### config.mk
export PLATFORM = sky130hd
export DESIGN_NAME = ssib_outreg
export DESIGN_NICKNAME = d
export VERILOG_FILES = /design/src/sv/sorted_set_intersect_below_bound_assert.svh /design/src/sv/ssib_pkg.sv /design/src/sv/ssib_outreg.sv
export SDC_FILE = /design/constraint.sdc
export NUM_CORES = 1
export LEC_CHECK = 0
export BUFFER_PORTS_ARGS = -buffer_cell sky130_fd_sc_hd__buf_2
export CORE_ASPECT_RATIO = 0.7
export CORE_MARGIN = 2
export CORE_UTILIZATION = 42
export CTS_BUF_LIST = sky130_fd_sc_hd__clkbuf_16
export CTS_CLUSTER_SIZE = 40
export DETAILED_ROUTE_END_ITERATION = 8
export HOLD_SLACK_MARGIN = 0.06
export PLACE_DENSITY_LB_ADDON = 0.3
export SLEW_MARGIN = 40
export SYNTH_ARGS = -nofsm -noshare
export SYNTH_HDL_FRONTEND = slang
export SYNTH_SLANG_ARGS = --single-unit
### constraint.sdc
create_clock -name clk_i -period 3.6 [get_ports clk_i]
set_clock_uncertainty 0.2 [all_clocks]
set_input_delay 1.08 -clock clk_i [delete_from_list [all_inputs] [get_ports clk_i]]
set_output_delay 1.08 -clock clk_i [all_outputs]
set_load 0.005 [all_outputs]
### src/sv/sorted_set_intersect_below_bound_assert.svh
// Assertion macros for the sorted-set intersection RTL.
// Needs nothing else; included by ssib_walk, the module that carries assertions.
`ifndef SORTED_SET_INTERSECT_BELOW_BOUND_ASSERT_SVH
`define SORTED_SET_INTERSECT_BELOW_BOUND_ASSERT_SVH

// Same-cycle implication, checked while out of reset.
`define SSIB_ASSERT_NOW(label, clk, rst_n, ante, cons, msg) \
  label: assert property (@(posedge clk) disable iff (!(rst_n)) (ante) |-> (cons)) \
    else $error(msg);

// Next-cycle implication, checked while out of reset.
`define SSIB_ASSERT_NEXT(label, clk, rst_n, ante, cons, msg) \
  label: assert property (@(posedge clk) disable iff (!(rst_n)) (ante) |=> (cons)) \
    else $error(msg);

`endif

### src/sv/ssib_pkg.sv
// Shared types and constants for the sorted-set intersection block.
// No dependencies; imported by the walk, output register and top modules.
package ssib_pkg;

  localparam int VALUE_W     = 32;
  localparam int TOTAL_W     = 11;
  localparam int OP_W        = 2;
  localparam int OUT_TDATA_W = 48;

  typedef enum logic [OP_W-1:0] {
    OP_BEGIN  = 2'd0,
    OP_APPEND = 2'd1,
    OP_PROBE  = 2'd2
  } op_e;

  typedef enum logic {
    KIND_MATCH = 1'b0,
    KIND_DONE  = 1'b1
  } kind_e;

  typedef struct packed {
    kind_e              kind;
    logic [VALUE_W-1:0] match_value;
    logic [TOTAL_W-1:0] match_total;
    logic               final_res;
  } res_t;

endpackage

### src/sv/ssib_outreg.sv
// Output register for result transfers, so the walk can go idle and accept
// the next item while a result still waits. Depends on ssib_pkg.
module ssib_outreg (
  input  logic           clk_i,
  input  logic           rst_ni,
  input  logic           res_valid_i,
  output logic           res_ready_o,
  input  ssib_pkg::res_t res_i,
  output logic           out_valid_o,
  input  logic           out_ready_i,
  output ssib_pkg::res_t out_o
);
  import ssib_pkg::*;

  logic valid_q, valid_d;
  res_t data_q;

  assign res_ready_o = !valid_q || out_ready_i;
  assign valid_d     = res_valid_i || (valid_q && !out_ready_i);

  always_ff @(posedge clk_i or negedge rst_ni) begin
    if (!rst_ni) begin
      valid_q <= 1'b0;
    end else begin
      valid_q <= valid_d;
    end
  end

  always_ff @(posedge clk_i) begin
    if (res_valid_i && res_ready_o) begin
      data_q <= res_i;
    end
  end

  assign out_valid_o = valid_q;
  assign out_o       = data_q;

endmodule

==> run metrics <==
status=complete, no violations; critical path class=in2out; WHS Path Cells=2; Worst-Margin Slew=roughly 0.55 ns; layout cells sized above 1=0.671; fmax=0.369 GHz; P&R area growth vs syn=46.9%; setup ws final=0.893 ns; Synth Area per Inst=28.7 µm²; post-synthesis sequential area ratio=0.980; port bufs=between 90 and 100; Yosys reg bits=46; CP peak stage delay=around 0.13 ns; Slew Limit Fails=0; reg-to-reg startpoint=out_valid_o; Most common cell on crit path=buf_2; slowest CP cell=nand2b_4; routed length per placed instance=12.8 µm; Yosys cell types=5; CTS root buf=clkbuf_16; CTS Buffer Depth=2; Placed Area=1930 µm²; cell area after synthesis=approximately 1400 µm²; # clock sinks=between 40 and 50; cts hold-fix bufs=0; Primary FF master, synth=edfxtp_1; Crit path required time=2.32 ns; RSZ-0062 raised after global routing=false; VDD IR max=roughly 0.00026 V; min-delay src=out_valid_o; reg-to-reg endpoint=out_o[32]; most frequent cell after synthesis=edfxtp_1; first-pass GRT wire length=3.62 mm; Critical Path Source Type=input port; initial core utilization=0.443; DRC Markers=0; clock latency on the worst-skew pair=0.27 ns; hold_ws=0.341 ns; DR vias/cell=4.46; top post-synthesis cells by area=edfxtp_1, dfrtp_1, nand2b_4, and2_4, nand2b_1; largest fanout on the critical path=3; Setup crit end kind=primary output; CTS clk-pin slew, worst paths=0.05 ns; syn_nets=98; first-pass iteration count of the detailed router=4; initial antenna violation count=0; critical path, cell by cell=buf_2 -> nand2b_4 -> buf_2; PD cells=around 540 nW/µm²; crit path DAT=roughly 1.4 ns; Total Neg Setup Slack=0 ns; worst r2r path cells=2; leading area contributor after synthesis=edfxtp_1; Top delay family on crit path=buffers and inverters; GRT Total Usage=0.134; Die Span Y=52.4 µm; Filler cells=around 230; Post-CTS Setup Inserts=0; Final Instance Area=around 2100 µm²; multi-input logic area=about 29 µm²; die area=3830 µm²; Nets=200; min cycle time layout=2.71 ns; Pwr Total=1110 µW; register area=1380 µm²; chip width=73.1 µm; Post-synth ARST share=0.0217; largest net degree at the start of global routing=46; Core Region=3170 µm²; Post-synth top cells=edfxtp_1, and2_4, dfrtp_1, nand2b_1, nand2b_4; share of the synthesized area in the top cell type=0.962; Max Cap Viol=0; CP bufs+invs=2; Starting DRT DRC Count=52; Routability Congestion=0.625; Vias=847; total gr overflow=0; CTS tree=done; Worst R2R Setup Slack=about 2 ns; Synthesis Warnings=0; Hold EP=out_valid_o; final wirelength=2.43 mm; slew margin rel.=0.636; Lkg Pwr=0.000906 µW; Synth Instances=49; Final Hold Violating Endpoints=0; Inserted Clock Buffers=5; Min-Delay Path Class=reg2reg; vias in the first global route=835; pre-CTS setup slack=0.890 ns; cts repair resizes=0; number of diodes=0; I/O pins=96; setup violators final=0; Post-synth EDFFs=45; period utilization=0.752; row cnt=17; ANT nets after route=0; H-tree lvl count=2
tightest hold or removal path, cell delays in order (launching register included):
cell	delay, ns
dfrtp_1	0.38
nand2b_4	0.07
nand2b_1	0.06
report_power, final:
group	internal, µW	switching [µW]	leakage (µW)
sequential	624	6.78	0.000439
combinational	37.8	32.6	0.000389
clock	249	161	0.0000776
cell families (layout without fill, tap and decap cells):
logic type    count (synthesis)  in the layout  share of synthesized area
flops                        46             46                      0.980
simple gates                  3              3                     0.0205
buf+inv                       0            103                          0
routing by layer:
metal  share of wire  GRT usage  wire length, µm  vias to the layer above
li1                -          -                -                      400
met2            0.48      0.221             1180                       65
met5               0          0                0                        -
met4          0.0086     0.0463               21                        0
met1            0.35      0.138              843                      377
met3            0.16     0.0885              389                        5
placed cells by master, fill, tap and decap left out, drive strengths merged:
cell / instances
inv: 3
and2: 1
buf: 95
clkbuf: 5
nand2b: 2
edfxtp: 45
dfrtp: 1
worst max path at each step:
| stage | startpoint | slack [ns] | end | depth (start not counted) |
|---|---|---|---|---|
| 2_1_floorplan | out_ready_i | 1.11 | res_ready_o | 1 |
| 3_3_place_gp | out_ready_i | 0.90 | res_ready_o | 3 |
| 3_5_place_dp | out_ready_i | 0.89 | res_ready_o | 3 |
| 4_1_cts | out_ready_i | 0.89 | res_ready_o | 3 |
| 5_1_grt | out_ready_i | 0.88 | res_ready_o | 3 |
| 6_report | out_ready_i | 0.89 | res_ready_o | 3 |
sequential cells by signal, summed over array words and instances (netlist names):
name,flops
out_valid_o,1
out_o,45
per-stage QoR:
step            util  std cells
6_report       0.651        190
5_1_grt        0.651        190
4_1_cts        0.651        190
3_5_place_dp   0.608        182
3_3_place_gp   0.608        182
2_1_floorplan      -         49
area by class of cell:
class                   count  share of cell area
repair buffers             95               0.230
well taps                  38              0.0230
flip-flops and latches     46               0.667
clock buffers               5              0.0606
clock inverters             3             0.00545
multi-input cells           3              0.0139
No activity file was read; power rests on OpenSTA's default activity.
