## config.mk

```make
export PLATFORM = sky130hd
export DESIGN_NAME = ssib_walk
export DESIGN_NICKNAME = d
export VERILOG_FILES = /design/src/sv/ssib_pkg.sv /design/src/sv/ssib_walk.sv
export VERILOG_INCLUDE_DIRS = /design/src /design/src/sv
export SDC_FILE = /design/constraint.sdc
export NUM_CORES = 1
export LEC_CHECK = 0
export BUFFER_PORTS_ARGS = -buffer_cell sky130_fd_sc_hd__buf_2
export CAP_MARGIN = 10
export CORE_MARGIN = 10
export CORE_UTILIZATION = 59
export DETAILED_ROUTE_END_ITERATION = 6
export PLACE_DENSITY = 0.95
export SLEW_MARGIN = 10
export SYNTH_ARGS = -nofsm -noshare
export SYNTH_HDL_FRONTEND = slang
export SYNTH_SLANG_ARGS = --single-unit
export TNS_END_PERCENT = 10
```

## constraint.sdc

```tcl
create_clock -name clk_i -period 9.2 [get_ports clk_i]
set_clock_uncertainty 0.2 [all_clocks]
set_input_delay 1.38 -clock clk_i [delete_from_list [all_inputs] [get_ports clk_i]]
set_output_delay 1.38 -clock clk_i [all_outputs]
set_load 0.02 [all_outputs]
```

## src/sv/sorted_set_intersect_below_bound_assert.svh

```systemverilog
// Assertion macros for the sorted-set intersection RTL.
// Needs nothing else; included by ssib_walk, the module that carries assertions.
`ifndef SORTED_SET_INTERSECT_BELOW_BOUND_ASSERT_SVH
`define SORTED_SET_INTERSECT_BELOW_BOUND_ASSERT_SVH

// Same-cycle implication, checked while out of reset.
`define SSIB_ASSERT_NOW(label, clk, rst_n, ante, cons, msg) \
  label: assert property (@(posedge clk) disable iff (!(rst_n)) (ante) |-> (cons)) \
    else $error(msg);

// Next-cycle implication, checked while out of reset.
`define SSIB_ASSERT_NEXT(label, clk, rst_n, ante, cons, msg) \
  label: assert property (@(posedge clk) disable iff (!(rst_n)) (ante) |=> (cons)) \
    else $error(msg);

`endif

```

## src/sv/ssib_pkg.sv

```systemverilog
// Shared types and constants for the sorted-set intersection block.
// No dependencies; imported by the walk, output register and top modules.
package ssib_pkg;

  localparam int VALUE_W     = 32;
  localparam int TOTAL_W     = 11;
  localparam int OP_W        = 2;
  localparam int OUT_TDATA_W = 48;

  typedef enum logic [OP_W-1:0] {
    OP_BEGIN  = 2'd0,
    OP_APPEND = 2'd1,
    OP_PROBE  = 2'd2
  } op_e;

  typedef enum logic {
    KIND_MATCH = 1'b0,
    KIND_DONE  = 1'b1
  } kind_e;

  typedef struct packed {
    kind_e              kind;
    logic [VALUE_W-1:0] match_value;
    logic [TOTAL_W-1:0] match_total;
    logic               final_res;
  } res_t;

endpackage

```

## src/sv/ssib_walk.sv

```systemverilog
// Control for the intersection: command decode, list B bookkeeping and the
// merge walk over the B memory. Depends on ssib_pkg and the assertion header.
`include "sorted_set_intersect_below_bound_assert.svh"

module ssib_walk #(
  parameter int DEPTH = 1024,
  parameter int VW    = 32,
  localparam int AW = $clog2(DEPTH)
) (
  input  logic                   clk_i,
  input  logic                   rst_ni,
  input  logic                   in_valid_i,
  output logic                   in_ready_o,
  input  ssib_pkg::op_e          in_op_i,
  input  logic [VW-1:0]          in_value_i,
  input  logic                   in_last_i,
  output logic                   wr_en_o,
  output logic [AW-1:0]          wr_addr_o,
  output logic [VW-1:0]          wr_data_o,
  output logic                   rd_en_o,
  output logic [AW-1:0]          rd_addr_o,
  input  logic [VW-1:0]          rd_data_i,
  output logic                   res_valid_o,
  input  logic                   res_ready_i,
  output ssib_pkg::res_t         res_o
);
  import ssib_pkg::*;

  localparam int CW = $clog2(DEPTH + 1);

  typedef enum logic [1:0] {
    ST_IDLE,
    ST_CMP,
    ST_MATCH,
    ST_DONE
  } state_e;

  state_e        state_q, state_d;
  logic [CW-1:0] count_q, count_d;
  logic [CW-1:0] pos_q, pos_d;
  logic [CW-1:0] found_q, found_d;
  logic [VW-1:0] bound_q, bound_d;
  logic          stopped_q, stopped_d;
  logic [VW-1:0] probe_q;
  logic          last_q;

  logic          accept;
  logic [CW-1:0] pos_inc;
  logic [CW+TOTAL_W-1:0] total_ext;
  logic [VW+VALUE_W-1:0] value_ext;

  assign in_ready_o = (state_q == ST_IDLE);
  assign accept     = in_valid_i && in_ready_o;
  assign pos_inc    = pos_q + 1'b1;

  assign wr_en_o   = accept && (in_op_i == OP_APPEND) && (count_q < CW'(DEPTH));
  assign wr_addr_o = count_q[AW-1:0];
  assign wr_data_o = in_value_i;

  assign total_ext = {{TOTAL_W{1'b0}}, found_q};
  assign value_ext = {{VALUE_W{1'b0}}, probe_q};

  always_comb begin
    state_d     = state_q;
    count_d     = count_q;
    pos_d       = pos_q;
    found_d     = found_q;
    bound_d     = bound_q;
    stopped_d   = stopped_q;
    rd_en_o     = 1'b0;
    rd_addr_o   = pos_q[AW-1:0];
    res_valid_o = 1'b0;
    res_o       = '0;

    unique case (state_q)
      ST_IDLE: begin
        if (accept) begin
          case (in_op_i)
            OP_BEGIN: begin
              bound_d   = in_value_i;
              count_d   = '0;
              pos_d     = '0;
              found_d   = '0;
              stopped_d = 1'b0;
            end
            OP_APPEND: begin
              if (count_q < CW'(DEPTH)) begin
                count_d = count_q + 1'b1;
              end
            end
            OP_PROBE: begin
              state_d = in_last_i ? ST_DONE : ST_IDLE;
              if (!stopped_q) begin
                if (in_value_i >= bound_q) begin
                  stopped_d = 1'b1;
                end else if (pos_q < count_q) begin
                  // Fetch the entry at the merge position; compared next cycle.
                  rd_en_o = 1'b1;
                  state_d = ST_CMP;
                end
              end
            end
            default: ;
          endcase
        end
      end
      ST_CMP: begin
        if (rd_data_i < probe_q) begin
          pos_d = pos_inc;
          if (pos_inc < count_q) begin
            // Skip ahead: read the following entry while this one is dropped.
            rd_en_o   = 1'b1;
            rd_addr_o = pos_inc[AW-1:0];
          end else begin
            state_d = last_q ? ST_DONE : ST_IDLE;
          end
        end else if (rd_data_i == probe_q) begin
          pos_d   = pos_inc;
          found_d = found_q + 1'b1;
          state_d = ST_MATCH;
        end else begin
          state_d = last_q ? ST_DONE : ST_IDLE;
        end
      end
      ST_MATCH: begin
        res_valid_o       = 1'b1;
        res_o.kind        = KIND_MATCH;
        res_o.match_value = value_ext[VALUE_W-1:0];
        res_o.match_total = total_ext[TOTAL_W-1:0];
        res_o.final_res   = 1'b0;
        if (res_ready_i) begin
          state_d = last_q ? ST_DONE : ST_IDLE;
        end
      end
      ST_DONE: begin
        res_valid_o       = 1'b1;
        res_o.kind        = KIND_DONE;
        res_o.match_value = '0;
        res_o.match_total = total_ext[TOTAL_W-1:0];
        res_o.final_res   = 1'b1;
        if (res_ready_i) begin
          state_d = ST_IDLE;
        end
      end
      default: state_d = ST_IDLE;
    endcase
  end

  always_ff @(posedge clk_i or negedge rst_ni) begin
    if (!rst_ni) begin
      state_q   <= ST_IDLE;
      count_q   <= '0;
      pos_q     <= '0;
      found_q   <= '0;
      bound_q   <= '0;
      stopped_q <= 1'b0;
    end else begin
      state_q   <= state_d;
      count_q   <= count_d;
      pos_q     <= pos_d;
      found_q   <= found_d;
      bound_q   <= bound_d;
      stopped_q <= stopped_d;
    end
  end

  always_ff @(posedge clk_i) begin
    if (accept) begin
      probe_q <= in_value_i;
      last_q  <= in_last_i;
    end
  end

  `SSIB_ASSERT_NOW(a_pos_in_list, clk_i, rst_ni, 1'b1, pos_q <= count_q, "merge position past list end")
  `SSIB_ASSERT_NOW(a_count_in_depth, clk_i, rst_ni, 1'b1, count_q <= CW'(DEPTH), "list count beyond depth")
  `SSIB_ASSERT_NOW(a_cmp_reads_valid, clk_i, rst_ni, state_q == ST_CMP, pos_q < count_q, "compare on an entry beyond the list")
  `SSIB_ASSERT_NOW(a_found_le_pos, clk_i, rst_ni, 1'b1, found_q <= pos_q, "more matches than consumed entries")

endmodule

```

==> results.yml, run 1 <==
placement:
  dpl_worst_slack_ns: 3.633
  port_buffers: 171
  gp_congestion: 0.9371
  dp_hpwl_um: 14790
  placed_cells: 1039
clocking:
  clock_latency_ns: 0.36
  cts-buffers-inserted: 9
  clock_sinks: 101
  cts_tree: "built"
  cts_resized: 0
  cts.clk_slew.worst_paths_ns: 0.07
  post_cts_buffers: 0
  h-tree-depth: 3
  cts_buffer_depth: 2
  cts_hold_buffers: 0
  cts-root-buf: "clkbuf_16"
timing:
  finalHoldViolCount: 0
  rsz0062_at_grt: "false"
  finalSetupViolations: 0
  final.setup.tns_ns: 0
  slew_headroom_pct: 36.86
  fin_ws_ns: 3.377
  period_share_pct: 63.29
  finalMaxSlewViolations: 0
  worstMarginPinSlew_ns: 0.9471
  finalCriticalPeriod_ns: 5.823
  max_freq_mhz: 171.7
  fin_hold_ws_ns: 0.2957
worst_setup_path:
  slowest_stage: "dfrtp_1"
  r2r_cells: 11
  r2r_start: "pos_q[0]"
  start_kind: "flip-flop"
  critical_path_peak_fanout: 10
  r2r_slack_ns: 5.46
  r2r_end: "state_q[1]"
  crit_path_end_kind: "primary output"
  crit_end: "rd_addr_o[1]"
  path_cells: "ha_1, nand3_1, nor3_1, nand3_1, nor2_1, xor2_1, ha_1, a211oi_1, o21ai_1, nor3_2, mux2_2, buf_2"
  required_ns: 7.62
  crit_type: "flip-flop to primary output"
  arrival_ns: 4.24
  slowest_delay_ns: 0.47
  crit_path_start: "pos_q[0]"
power_and_ir_drop:
  p_leak_uw: 0.004205
  vdd_ir_drop_max_mv: 0.1426
  power_density_nw_per_um2: 227.9
floorplanning:
  core.rowCount: 40
  fp.dieW_um: 130.7
  io_pins: 172
  die_h_um: 130.7
  die_area_sq_um: 17090
  start_util_pct: 60.21
  core_area_sq_um: 12010
finish:
  layout-drive-gt1-share_pct: 22.91
  fin_cells: 1057
  final_cell_mix: "buf_2, inv_1, ha_1, nand2_1, dfrtp_1"
  final_common_cell: "buf_2"
  area_growth_syn_to_layout_pct: 13.32
  fin_nets: 1061
yosys:
  syn_inst: 785
  ys_ff_latch: 101
  yosysWarnings: 0
  syn_nets: 943
  synth.distinct_cells: 63
  ys_seq_area_share_pct: 37.23
  synth.avg_cell_area_sq_um: 9.213
  synth_area_sq_um: 7232
  synthArstFlopShare_pct: 67.33
  synth-main-ff-cell: "dfrtp_1"
  synth_edf_count: 33
worst_hold_path:
  holdCritPathClass: "flip-flop to flip-flop"
  holdPathStages: 2
detailed_routing:
  finalWirelength_um: 18740
  first_pass_iters: 5
  wire_per_inst_um: 17.73
  first_iter_violations: 368
  ant_nets: 0
  remaining_drc_errors: 0
  viasPerCell: 5.763
  via_count: 6091
global_routing:
  grt_pass1_wl_um: 29750
  grt_max_degree: 69
  grt_pass1_vias: 6036
  antenna_found_initial: 3
  grt_usage_pct: 21.95
  overflow: 0
job:
  max_cap_viol_count: 0
run_status:
  outcome: "complete, no violations"
layout make-up:
| type | count | area, sq um |
|---|---|---|
| inverters | 90 | 337.8 |
| flip-flops and latches | 101 | 2693 |
| repair buffers | 175 | 885.9 |
| clock buffers | 10 | 239.0 |
| diodes | 2 | 5.005 |
| well taps | 147 | 183.9 |
| clock inverters | 6 | 68.82 |
| multi-input cells | 526 | 3782 |
| fillers | 934 | 3816 |
critical path, delay by kind of cell (launching register included):
| kind | cells | cell delay, ns |
|---|---|---|
| adder cells (fa/ha/maj) | 2 | 0.55 |
| buffers and inverters | 1 | 0.16 |
| AO/OA/AOI/OAI | 2 | 0.66 |
| AND/OR/NAND/NOR | 5 | 1.47 |
| XOR/XNOR | 1 | 0.21 |
| multiplexers | 1 | 0.37 |
| flip-flops | 1 | 0.47 |
synth_stat cells (4+ instances only):
master | n | area [sq um]
nand2b_1 | 12 | 75.07
o21a_1 | 4 | 30.03
buf_2 | 6 | 30.03
nor3_1 | 17 | 85.08
nor4_1 | 8 | 50.05
nand3_1 | 22 | 110.1
and3_1 | 6 | 37.54
dfrtp_1 | 68 | 1702
nand2_1 | 73 | 274.0
nor2b_1 | 4 | 25.02
o211ai_1 | 9 | 67.56
a31oi_1 | 4 | 25.02
ha_1 | 87 | 1089
clkbuf_1 | 17 | 63.81
buf_4 | 43 | 322.8
edfxtp_1 | 33 | 991.0
inv_1 | 90 | 337.8
o21ai_1 | 4 | 20.02
o2111ai_1 | 7 | 61.31
a21oi_1 | 32 | 160.2
or3_1 | 4 | 25.02
nand4_1 | 17 | 106.4
a21o_1 | 11 | 82.58
o21ai_0 | 50 | 250.2
xnor2_1 | 19 | 166.4
xor2_1 | 4 | 35.03
nor2_1 | 24 | 90.09
mux2_2 | 4 | 45.04
and2_1 | 49 | 306.5
mux2i_1 | 13 | 130.1
per-layer routing:
layer	vias up	wire length, um	track usage (%)
met5	-	13	0
met4	2	435	8.829
met3	31	1424	5.117
met2	239	9333	38.15
met1	2881	7530	25.56
li1	2938	-	-
per-stage QoR:
step           area (sq um)  utilization [%]  total power (uW)
6_report               8195            68.23              1868
5_1_grt                8195            68.23              1994
4_1_cts                8190            68.19              1874
3_3_place_gp           7883            65.63              1420
2_1_floorplan          7232                -              1229
3_5_place_dp           7883            65.63              1473
worst min-delay path by stage:
| stage | startpoint | end | slack [ns] |
|---|---|---|---|
| after global placement | bound_q[0] | bound_q[0] | 0.28 |
| after floorplan | bound_q[0] | bound_q[0] | 0.26 |
| after detailed placement | bound_q[0] | bound_q[0] | 0.29 |
| after global routing | bound_q[0] | bound_q[0] | 0.34 |
| after CTS | bound_q[0] | bound_q[0] | 0.30 |
| final | bound_q[0] | bound_q[0] | 0.30 |
cells by family after synthesis:
family          count (synthesis)  synth area share, %
buf+inv                       158                10.54
xor+xnor                       23                2.785
flops                         101                37.23
mux                            17                2.422
fa+ha+maj                      87                15.05
compound gates                148                13.24
simple gates                  251                18.74
flip-flops by register name, summed over array words and instances (netlist names):
name       flops
found_q       11
last_q         1
count_q       11
pos_q         11
state_q        2
bound_q       32
stopped_q      1
probe_q       32
power by group:
group	switching (uW)	total, uW	leakage (uW)	internal (uW)
Sequential	68.6	664	0.00121	596
Clock	179	400	0.000155	221
Combinational	508	803	0.00284	295
Total	756	1870	0.00420	1110
No activity file was read; power rests on OpenSTA's default activity.
==> inputs of run 2 (changes only) <==
--- a/config.mk
+++ b/config.mk
@@ -6,12 +6,13 @@
 export SDC_FILE = /design/constraint.sdc
 export NUM_CORES = 1
 export LEC_CHECK = 0
+export ABC_AREA = 1
 export BUFFER_PORTS_ARGS = -buffer_cell sky130_fd_sc_hd__buf_2
 export CAP_MARGIN = 10
 export CORE_MARGIN = 10
-export CORE_UTILIZATION = 59
+export CORE_UTILIZATION = 49
 export DETAILED_ROUTE_END_ITERATION = 6
-export PLACE_DENSITY = 0.95
+export PLACE_DENSITY = 0.86
 export SLEW_MARGIN = 10
 export SYNTH_ARGS = -nofsm -noshare
 export SYNTH_HDL_FRONTEND = slang
==> constraint.sdc (replaced) <==
create_clock -name clk_i -period 5 [get_ports clk_i]
set_clock_uncertainty 0.2 [all_clocks]
set_input_delay 0.75 -clock clk_i [delete_from_list [all_inputs] [get_ports clk_i]]
set_output_delay 0.75 -clock clk_i [all_outputs]
set_load 0.02 [all_outputs]
==> results.yml, run 2 <==
run_status:
  outcome: "complete, no violations"
yosys:
  ys_ff_latch: 101
  syn_inst: 889
  synth_compound_area_share_pct: 9.407
  synth_xor_area_share_pct: 1.736
  synth_edf_count: 33
  synth_top_area_share_pct: 24.09
  synth_common_cells: "nand2_1, inv_1, ha_1"
  synthArstFlopShare_pct: 67.33
  synth.distinct_cells: 41
  synth-main-ff-cell: "dfrtp_1"
  yosysWarnings: 0
  synth_top_family_by_area: "simple AND/OR/NAND/NOR gates"
  synth_most_common_cell: "nand2_1"
  synthAdderAreaFrac_pct: 15.41
  synth_area_sq_um: 7063
  synth.avg_cell_area_sq_um: 7.945
  syn_nets: 1047
  synth_mux_area_share_pct: 0
  synthTopCellsByArea: "dfrtp_1, ha_1, edfxtp_1, nand2_1, inv_1"
  yosys.area.top_type: "dfrtp_1"
  synth_simple_gate_area_share_pct: 21.95
  ys_seq_area_share_pct: 38.12
job:
  max_cap_viol_count: 0
finish:
  final_cell_mix: "nand2_1, buf_2, inv_1, ha_1, nor2_1"
  area_growth_syn_to_layout_pct: 13.99
  top_regs: "bound_q: 32 flops, probe_q: 32 flops"
  final_common_cell: "nand2_1"
  fin_cells: 1198
  fin_nets: 1170
  layout-drive-gt1-share_pct: 21.04
clocking:
  clock_sinks: 101
  cts_resized: 0
  cts-buffers-inserted: 9
  cts_buffer_depth: 2
  clock_latency_ns: 0.35
  cts-root-buf: "clkbuf_16"
  cts_tree: "built"
  cts_hold_buffers: 0
  h-tree-depth: 3
  cts.clk_slew.worst_paths_ns: 0.08
  post_cts_buffers: 0
global_routing:
  grt_pass1_wl_um: 28010
  grt_usage_pct: 17.02
  grt_max_degree: 38
  antenna_found_initial: 1
  grt_pass1_vias: 5922
  overflow: 0
detailed_routing:
  first_iter_violations: 357
  remaining_drc_errors: 0
  first_pass_iters: 5
  finalWirelength_um: 17070
  wire_per_inst_um: 14.25
  via_count: 5933
  ant_nets: 0
  viasPerCell: 4.952
timing:
  fin_hold_ws_ns: 0.2699
  final.setup.tns_ns: 0
  max_freq_mhz: 220.8
  finalHoldViolCount: 0
  finalSetupViolations: 0
  finalCriticalPeriod_ns: 4.529
  slew_headroom_pct: 27.56
  worstMarginPinSlew_ns: 1.085
  rsz0062_at_grt: "false"
  finalMaxSlewViolations: 0
  period_share_pct: 90.58
placement:
  dp_hpwl_um: 13800
  port_buffers: 171
  gp_congestion: 0.9099
  placed_cells: 1181
power_and_ir_drop:
  vdd_ir_drop_max_mv: 0.1879
  power_frac_seq_pct: 35.1
  net-switching-power_uw: 1488
  power_uw: 3466
  p_leak_uw: 0.004394
  clkPwrFrac_pct: 19.6
  power_density_nw_per_um2: 430.5
  internal_power_uw: 1978
  pwr-share-comb_pct: 45.3
  switching_share_pct: 42.93
worst_setup_path:
  crit_path_end_kind: "primary output"
  arrival_ns: 3.58
  start_kind: "flip-flop"
  r2r_slack_ns: 1.71
  crit_type: "flip-flop to primary output"
  critical_path_peak_fanout: 17
  required_ns: 4.05
worst_hold_path:
  holdCritPathClass: "input pin to asynchronous set/reset pin"
floorplanning:
  start_util_pct: 50.49
  die_area_sq_um: 19620
  io_pins: 172
  die_h_um: 140.1
  core_area_sq_um: 13990
  core.rowCount: 43
  fp.dieW_um: 140.1
[run 2: changes by cell type in the layout (fill, tap and decap cells not counted), sizes merged, moves of 11 or more]
cell | before | now
a21oi | 33 | 44
and2 | 49 | 0
inv | 93 | 147
mux2i | 13 | 0
nand2 | 73 | 218
nand2b | 12 | 0
nor2 | 24 | 75
o21ai | 54 | 68
xnor2 | 19 | 1
[run 2: critical path, cell delays in order, from the launching register on]
cell and delay [ns]:
dfrtp_1 0.40, ha_1 0.20, nand2_1 0.08, nor3_1 0.23, nand4_1 0.18, nor3_1 0.22
xor2_1 0.12, ha_1 0.33, nand4_1 0.13, nor3_1 0.16, nand2_1 0.08, o2111ai_1 0.08
nor2_1 0.08, nand2_1 0.36, inv_1 0.19, o21ai_0 0.18, buf_2 0.20
[run 2: path summary, 6_finish.rpt]
kind                            start           end  cells after the start
min                            rst_ni   bound_q[11]                      1
max in group asynchronous      rst_ni    found_q[8]                      2
min in group clk_i         count_q[7]    count_q[7]                      1
max                          pos_q[0]  rd_addr_o[1]                     16
min reg2reg                count_q[7]    count_q[7]                      1
max reg2reg                  pos_q[2]    state_q[0]                     18
[run 2: metrics by stage]
stage / instance area (sq um) / worst slack (ns) / util, %
6_report: 8051 / 0.4710 / 57.56
2_1_floorplan: 7063 / 1.227 / -
4_1_cts: 8049 / 0.4879 / 57.54
3_3_place_gp: 7760 / 1.046 / 55.47
3_5_place_dp: 7760 / 0.8891 / 55.47
5_1_grt: 8051 / 0.1202 / 57.56
[run 2: cell families after synthesis]
family	count (synthesis)
buffers and inverters	204
AO/OA/AOI/OAI	125
adder cells (fa/ha/maj)	87
AND/OR/NAND/NOR	358
XOR/XNOR	14
flip-flops	101
[run 2: power groups by stage]
stage | clock network (uW) | registers [uW] | logic, uW
detailed placement | 0 | 1230 | 1570
global route | 735 | 1240 | 1800
CTS | 701 | 1220 | 1580
finish | 681 | 1220 | 1570
floorplan | 0 | 1190 | 1190
global placement | 0 | 1220 | 1510
[run 2: layout make-up]
cell class / count / area, sq um
clock inverters: 7 / 63.81
clock buffers: 9 / 225.2
repair buffers: 174 / 878.3
multi-input cells: 584 / 3431
diodes: 1 / 2.502
fillers: 1285 / 5937
well taps: 180 / 225.2
flip-flops and latches: 101 / 2693
inverters: 142 / 533.0
[run 2: per-layer routing]
layer | vias to the layer above | global-route usage, % | part of all wire, %
met5 | - | 0 | 0
met4 | 0 | 6.087 | 1.7
met3 | 20 | 4.158 | 6.2
met2 | 142 | 29.55 | 51
li1 | 3074 | - | -
met1 | 2697 | 19.93 | 41
==> inputs of run 3 (changes only) <==
--- a/config.mk
+++ b/config.mk
@@ -9,10 +9,12 @@
 export ABC_AREA = 1
 export BUFFER_PORTS_ARGS = -buffer_cell sky130_fd_sc_hd__buf_2
 export CAP_MARGIN = 10
-export CORE_MARGIN = 10
-export CORE_UTILIZATION = 49
+export CELL_PAD_IN_SITES_DETAIL_PLACEMENT = 0
+export CELL_PAD_IN_SITES_GLOBAL_PLACEMENT = 1
+export CORE_MARGIN = 1
+export CORE_UTILIZATION = 36
 export DETAILED_ROUTE_END_ITERATION = 6
-export PLACE_DENSITY = 0.86
+export PLACE_DENSITY = 0.87
 export SLEW_MARGIN = 10
 export SYNTH_ARGS = -nofsm -noshare
 export SYNTH_HDL_FRONTEND = slang
==> results.yml, run 3 (synthesis results as in run 2) <==
floorplanning:
  core.rowCount: 50
  die_area_sq_um: 20180
  fp.dieW_um: 142.1
  core_area_sq_um: 18960
  start_util_pct: 37.26
  die_h_um: 142.1
  io_pins: 172
worst_setup_path:
  crit_type: "flip-flop to primary output"
  required_ns: 4.05
  crit_path_end_kind: "primary output"
  critical_path_peak_fanout: 17
  start_kind: "flip-flop"
  arrival_ns: 3.66
detailed_routing:
  ant_nets: 0
  first_iter_violations: 230
  first_pass_iters: 4
  viasPerCell: 4.567
  wire_per_inst_um: 13.00
  wl_met1_um: 7784
  finalWirelength_um: 16610
  dr.max_layer_used: "met4"
  wl_met2_um: 7849
  routed-wl-met3_um: 570
  via_count: 5836
  remaining_drc_errors: 0
power_and_ir_drop:
  power_density_nw_per_um2: 426.7
  power_uw: 3480
  p_leak_uw: 0.004399
  vdd_ir_drop_max_mv: 0.1625
finish:
  fin_cells: 1278
  area_growth_syn_to_layout_pct: 15.46
  final_cell_mix: "nand2_1, buf_2, inv_1, ha_1, nor2_1"
  final_common_cell: "nand2_1"
  layout-drive-gt1-share_pct: 20.75
  fin_nets: 1170
  top_regs: "bound_q: 32 flops, probe_q: 32 flops"
placement:
  dpl_worst_slack_ns: 0.8142
  dp_hpwl_um: 13080
  gp_congestion: 0.8138
  port_buffers: 171
  placed_cells: 1261
timing:
  rsz0062_at_grt: "false"
  final.setup.tns_ns: 0
  max_freq_mhz: 217.1
  finalMaxSlewViolations: 0
  finalHoldViolCount: 0
  slew_headroom_pct: 28.37
  worstMarginPinSlew_ns: 1.073
  finalCriticalPeriod_ns: 4.607
  period_share_pct: 92.14
  fin_ws_ns: 0.3929
  finalSetupViolations: 0
clocking:
  cts_tree: "built"
  cts_resized: 0
  clock_sinks: 101
  clock_latency_ns: 0.35
  h-tree-depth: 3
  cts-buffers-inserted: 9
  cts_hold_buffers: 0
  cts_buffer_depth: 2
  cts-root-buf: "clkbuf_16"
  cts.clk_slew.worst_paths_ns: 0.07
  post_cts_buffers: 0
global_routing:
  grt_pass1_vias: 5421
  grt_usage_pct: 16.93
  antenna_found_initial: 1
  overflow: 0
  grt_max_degree: 47
  grt_pass1_wl_um: 26610
job:
  max_cap_viol_count: 0
worst_hold_path:
  holdCritPathClass: "input pin to asynchronous set/reset pin"
run_status:
  outcome: "complete, no violations"
-- run 3: cell types whose count changed in the layout (fill, tap and decap cells not counted) --
cell,change
bufinv_16,+1
clkbuf_1,+3
clkinv_4,+2
inv_8,-2
clkinvlp_4,-2
inv_6,-2
-- run 3: path summary, 6_finish.rpt --
path                            startpoint            to  slack, ns  depth (start not counted)
worst max-delay path              pos_q[0]  rd_addr_o[1]       0.39                         16
worst min-delay path                rst_ni   bound_q[11]       0.16                          1
worst max register to register    pos_q[0]    state_q[0]       1.64                         17
worst min register to register  bound_q[0]    bound_q[0]       0.31                          2
max in group asynchronous           rst_ni    found_q[9]       3.36                          2
min in group clk_i              bound_q[0]    bound_q[0]       0.31                          2
-- run 3: report_power, final --
group | total [uW] | internal, uW | switching (uW)
sequential | 1220 | 1100 | 120
combinational | 1560 | 528 | 1030
clock | 705 | 393 | 312
-- run 3: through the flow --
step / area, sq um / utilization (%) / hold WS, ns
after global routing: 8155 / 43.02 / 0.2088
final: 8155 / 43.02 / 0.1642
after detailed placement: 7860 / 41.47 / 0.2956
after global placement: 7860 / 41.47 / 0.2759
after floorplan: 7063 / - / 0.2544
after CTS: 8153 / 43.01 / 0.1783
-- run 3: layout make-up --
| type | count | area [sq um] |
|---|---|---|
| inverters | 142 | 533.0 |
| fillers | 1933 | 10800 |
| diodes | 1 | 2.502 |
| repair buffers | 174 | 878.3 |
| clock buffers | 12 | 236.5 |
| multi-input cells | 584 | 3431 |
| well taps | 260 | 325.3 |
| clock inverters | 4 | 56.30 |
| flip-flops and latches | 101 | 2693 |
-- run 3: routing by layer --
| layer | vias up | GRT usage [%] |
|---|---|---|
| met5 | - | 0 |
| met4 | 0 | 7.414 |
| met3 | 23 | 2.456 |
| met2 | 120 | 27.99 |
| met1 | 2631 | 21.96 |
| li1 | 3062 | - |
-- run 3: worst max-delay path, cell delays in order, from the launching register on --
cell       delay [ns]
dfrtp_1          0.41
ha_1             0.21
nand2_1          0.08
nor3_1           0.29
nand4_1          0.18
nor3_1           0.22
xor2_1           0.12
ha_1             0.32
nand4_1          0.13
nor3_1           0.17
nand2_1          0.08
o2111ai_1        0.07
nor2_1           0.07
nand2_1          0.40
inv_1            0.19
o21ai_0          0.17
buf_2            0.18
